## src/design/ljep_pkg.sv

```systemverilog
// ljep_pkg: shared constants, link type and arithmetic helpers for the
// layered Julia escape-time pixel core. No dependencies.

package ljep_pkg;

  localparam int LAYERS    = 8;
  localparam int FRAC_BITS = 12;
  localparam int LAYER_W   = $clog2(LAYERS);
  localparam int NUM_CELLS = 2 * (LAYERS - 1);
  localparam int CNT_W     = 4;
  localparam int CHAIN_W   = $clog2(NUM_CELLS + 1);
  localparam int NUM_CFG   = LAYERS - 1;
  localparam int CFG_IDX_W = 3;

  localparam logic signed [63:0] ESC_LIMIT = 64'sd4 <<< (2 * FRAC_BITS);

  // products of one orbit point plus escape bookkeeping
  typedef struct packed {
    logic [31:0]      xx;
    logic [31:0]      yy;
    logic [31:0]      xy;
    logic             hit;
    logic [CNT_W-1:0] cnt;
    logic [CNT_W-1:0] k;
  } ljep_link_t;

  function automatic logic [31:0] mul32(input logic [31:0] a, input logic [31:0] b);
    return a * b;
  endfunction

  function automatic logic esc_hit(input logic [31:0] xx, input logic [31:0] yy);
    logic [31:0] mag;
    mag = xx + yy;
    return $signed({{32{mag[31]}}, mag}) > ESC_LIMIT;
  endfunction

endpackage

```

## src/design/ljep_cell.sv

```systemverilog
// ljep_cell: one Julia iteration stage of the chain; takes the registered
// squares/cross product of z, forms z^2 + c and registers its products.
// Depends on ljep_pkg.

module ljep_cell import ljep_pkg::*; (
  input  logic       clk,
  input  ljep_link_t link_i,
  input  logic [15:0] c_re,
  input  logic [15:0] c_im,
  output ljep_link_t link_o
);

  logic [31:0] dif;
  logic [31:0] x1;
  logic [31:0] y1;
  logic        esc_now;
  ljep_link_t  link_nxt;
  ljep_link_t  link_r;

  always_comb begin
    dif = link_i.xx - link_i.yy;
    x1  = 32'($signed(dif) >>> FRAC_BITS) + {{16{c_re[15]}}, c_re};
    y1  = 32'($signed(link_i.xy) >>> (FRAC_BITS - 1)) + {{16{c_im[15]}}, c_im};
    // incoming products are the magnitude of the previous iteration
    esc_now = (link_i.k != '0) && !link_i.hit && esc_hit(link_i.xx, link_i.yy);
    link_nxt.xx  = mul32(x1, x1);
    link_nxt.yy  = mul32(y1, y1);
    link_nxt.xy  = mul32(x1, y1);
    link_nxt.hit = link_i.hit | esc_now;
    link_nxt.cnt = esc_now ? link_i.k - 1'b1 : link_i.cnt;
    link_nxt.k   = link_i.k + 1'b1;
  end

  always_ff @(posedge clk) begin
    link_r <= link_nxt;
  end

  assign link_o = link_r;

endmodule

```

## config.mk

```make
export PLATFORM = sky130hd
export DESIGN_NAME = ljep_cell
export DESIGN_NICKNAME = d
export VERILOG_FILES = /design/src/design/ljep_pkg.sv /design/src/design/ljep_cell.sv
export SDC_FILE = /design/constraint.sdc
export NUM_CORES = 2
export LEC_CHECK = 0
export ABC_CLOCK_PERIOD_IN_PS = 10200
export BUFFER_PORTS_ARGS = -buffer_cell sky130_fd_sc_hd__buf_2
export CAP_MARGIN = 20
export CORE_MARGIN = 2
export CORE_UTILIZATION = 25
export DETAILED_ROUTE_END_ITERATION = 16
export PLACE_DENSITY_LB_ADDON = 0.25
export SETUP_SLACK_MARGIN = 0.02
export SLEW_MARGIN = 30
export SYNTH_ARGS = -nofsm -noshare
export SYNTH_HDL_FRONTEND = slang
export SYNTH_SLANG_ARGS = --single-unit
```

## constraint.sdc

```tcl
create_clock -name clk -period 10.2 [get_ports clk]
set_clock_uncertainty 0.2 [all_clocks]
set_input_delay 0.51 -clock clk [delete_from_list [all_inputs] [get_ports clk]]
set_output_delay 0.51 -clock clk [all_outputs]
set_load 0.02 [all_outputs]
```

==> impl_metrics.env <==
export IMPL_pre_cts_slack_ns=-1.028
export IMPL_crit_type="in -> reg"
export IMPL_port_buffers=229
export IMPL_max_cap_violations=0
export IMPL_dr_pass1_iters=5
export IMPL_synth_main_ff_cell="dfxtp_1"
export IMPL_cts_hold_buf=0
export IMPL_dpl_cell_area_mm2=0.05002
export IMPL_fin_area_mm2=0.05129
export IMPL_multi_input_area_mm2=0.03583
export IMPL_hold_path_class="in -> reg"
export IMPL_fp_dieW_um=416.7
export IMPL_grt_overflow_total=0
export IMPL_finalMaxSlewViolations=0
export IMPL_yosysWarnings=0
export IMPL_hold_ws_ns=0.05825
export IMPL_holdPathStages=2
export IMPL_critPathCaptureType="flip-flop"
export IMPL_grt_max_degree=30
export IMPL_drt_iter0_markers=1467
export IMPL_hp_start="link_i[6]"
export IMPL_path_clk_slew_ns=0.11
export IMPL_status="complete, no violations"
export IMPL_dp_hpwl_mm=109.4
export IMPL_startpoint_type="input pin"
export IMPL_grt_pass1_vias=35760
export IMPL_crit_required_ns=10.35
export IMPL_routed_wl_mm=127.1
export IMPL_postSynthCellCount=4779
export IMPL_clock_root_buffer="clkbuf_16"
export IMPL_rows=151
export IMPL_vias=32610
export IMPL_rsz0062_at_grt="true"
export IMPL_die_y_um=416.7
export IMPL_fmax_mhz=98.53
export IMPL_hold_viol_final=0
export IMPL_worstMarginPinSlew_ns=0.9201
export IMPL_dieArea_mm2=0.1737
export IMPL_fillers=18100
export IMPL_async_flop_share=0
export IMPL_min_to="link_o[6]"
export IMPL_h_tree_depth=3
export IMPL_cts_buffer_depth=2
export IMPL_setup_viol=0
export IMPL_arrival_ns=10.30
export IMPL_start_util=0.2516
export IMPL_slowest_delay_ns=0.61
export IMPL_gp_congestion=0.8759
export IMPL_cts_tree="done"
export IMPL_synth_seq_cells=103
export IMPL_synth_avg_cell_area_um2=8.911
export IMPL_io_pins=243
export IMPL_period_needed_ns=10.15
export IMPL_grt_pass1_wl_mm=203.3
export IMPL_synth_edf_count=0
export IMPL_cts_buffers=9
export IMPL_yosysUniqueCellTypes=70
export IMPL_ys_seq_area_frac=0.04842
export IMPL_antenna_found_initial=9
export IMPL_ant_nets=0
export IMPL_slew_limit_headroom=0.3810
export IMPL_fin_ws_ns=0.05101
export IMPL_grtUsageTotal=0.1520
export IMPL_final_seq_area_mm2=0.002062
export IMPL_worst_path_max_delay_cell="fa_2"
export IMPL_largest_register_ffs=103
export IMPL_nets=6951
export IMPL_cp_max_fo=5
export IMPL_routedWlPerCell_um=16.67
export IMPL_drc=0
export IMPL_finalCritPeriodShare=0.9950
export IMPL_layout_drive_gt1_share=0.1755
export IMPL_syn_to_final_growth_pct=20.44
export IMPL_coreArea_mm2=0.1693
export IMPL_cts_num_sinks=103
export IMPL_netlist_area_mm2=0.04258
export IMPL_via_per_inst=4.278
stage by stage:
stage	util	instances	TNS, ns
floorplan	-	4780	-0.06400
global placement	0.2955	7575	-13.83
detailed placement	0.2955	7575	-13.67
CTS	0.2998	7612	-0.006154
global route	0.3029	7621	-2.781
finish	0.3030	7623	0
area by class of cell:
cell class,instances,share of cell area
Antenna cell,3,0.0001464
Clock buffer,9,0.004391
Clock inverter,7,0.001635
Inverter,1299,0.09525
Multi-Input combinational cell,3215,0.6987
Sequential cell,103,0.04021
Tap cell,2218,0.05411
Timing Repair Buffer,769,0.1056
layout by cell type (no fill, tap or decap), types with 10 or more instances in the layout:
cell	n
a21oi_1	113
o21ai_0	60
nand2b_1	32
a21o_1	50
a31oi_1	16
a21oi_2	20
and3_1	14
buf_2	227
nor2_1	298
xor2_1	52
or3_1	10
nand4_1	10
inv_1	1280
nand3_1	21
fa_1	986
xnor2_1	138
xnor2_2	16
a211oi_1	12
o21ai_1	10
ha_4	16
nor2b_1	33
dfxtp_1	103
fa_2	17
nor4_1	13
buf_12	10
o21bai_1	32
o21a_1	22
o211ai_1	10
buf_4	510
ha_1	394
and2_1	92
buf_6	21
nand2_1	543
nor3_1	30
Yosys cell counts, drive strengths merged (22+ instances only):
master	number	share of area
nand2b	33	0.0048
inv	1288	0.11
nor2b	35	0.0051
fa	1003	0.47
o21bai	32	0.0056
a21oi	135	0.016
a21o	50	0.0088
nand3	22	0.0026
xnor2	156	0.032
ha	413	0.12
and2	95	0.014
clkbuf	149	0.013
nor3	32	0.0038
dfxtp	103	0.048
o21a	22	0.0039
xor2	56	0.012
nor2	310	0.027
nand2	553	0.049
o21ai	77	0.0092
critical path: cells and delay by family:
family                     cells  cell delay, ns
xor gates and xnor gates       2            0.27
AOI/OAI and AO/OA             15            3.09
and+or+nand+nor                5            0.42
buffers and inverters         12            1.56
adders and majority gates     10            4.44
cell families (layout without fill, tap and decap cells):
| group | Yosys count | in the layout | share of synthesized area |
|---|---|---|---|
| AO/OA/AOI/OAI | 420 | 420 | 0.06329 |
| XOR/XNOR | 217 | 217 | 0.04625 |
| adder cells (fa/ha/maj) | 1416 | 1416 | 0.5929 |
| buffers and inverters | 1462 | 2084 | 0.1291 |
| flip-flops | 103 | 103 | 0.04842 |
| multiplexers | 13 | 13 | 0.003232 |
| other | 1 | 5 | 0.00008806 |
| AND/OR/NAND/NOR | 1147 | 1147 | 0.1168 |
timing repair:
action / CTS / global route
resized for setup: 62 / 98
pin swaps: 57 / 53
endpoints found under the setup margin: 15 / 21
setup buffers: 21 / 9
how the worst max path moves through the flow:
stage,from,to,slack [ns],depth (start not counted)
3_3_place_gp,link_i[42],link_o[104],-1.06,46
3_5_place_dp,link_i[42],link_o[104],-1.03,46
5_1_grt,link_i[42],link_o[39],-0.38,50
4_1_cts,link_i[42],link_o[40],-0.006,46
6_report,link_i[51],link_o[39],0.05,44
2_1_floorplan,link_i[42],link_o[103],-0.06,47
routing by layer:
metal | vias up | global-route usage | share of wire
li1 | 15300 | - | -
met1 | 16450 | 0.2003 | 0.44
met4 | 6 | 0.03187 | 0.019
met3 | 131 | 0.02850 | 0.056
met2 | 727 | 0.2586 | 0.49
met5 | - | 0 | 0.00035
Power is left out: the tool's default activity adds up to more than one toggle a clock period on the data nets, which glitch-free logic cannot reach.
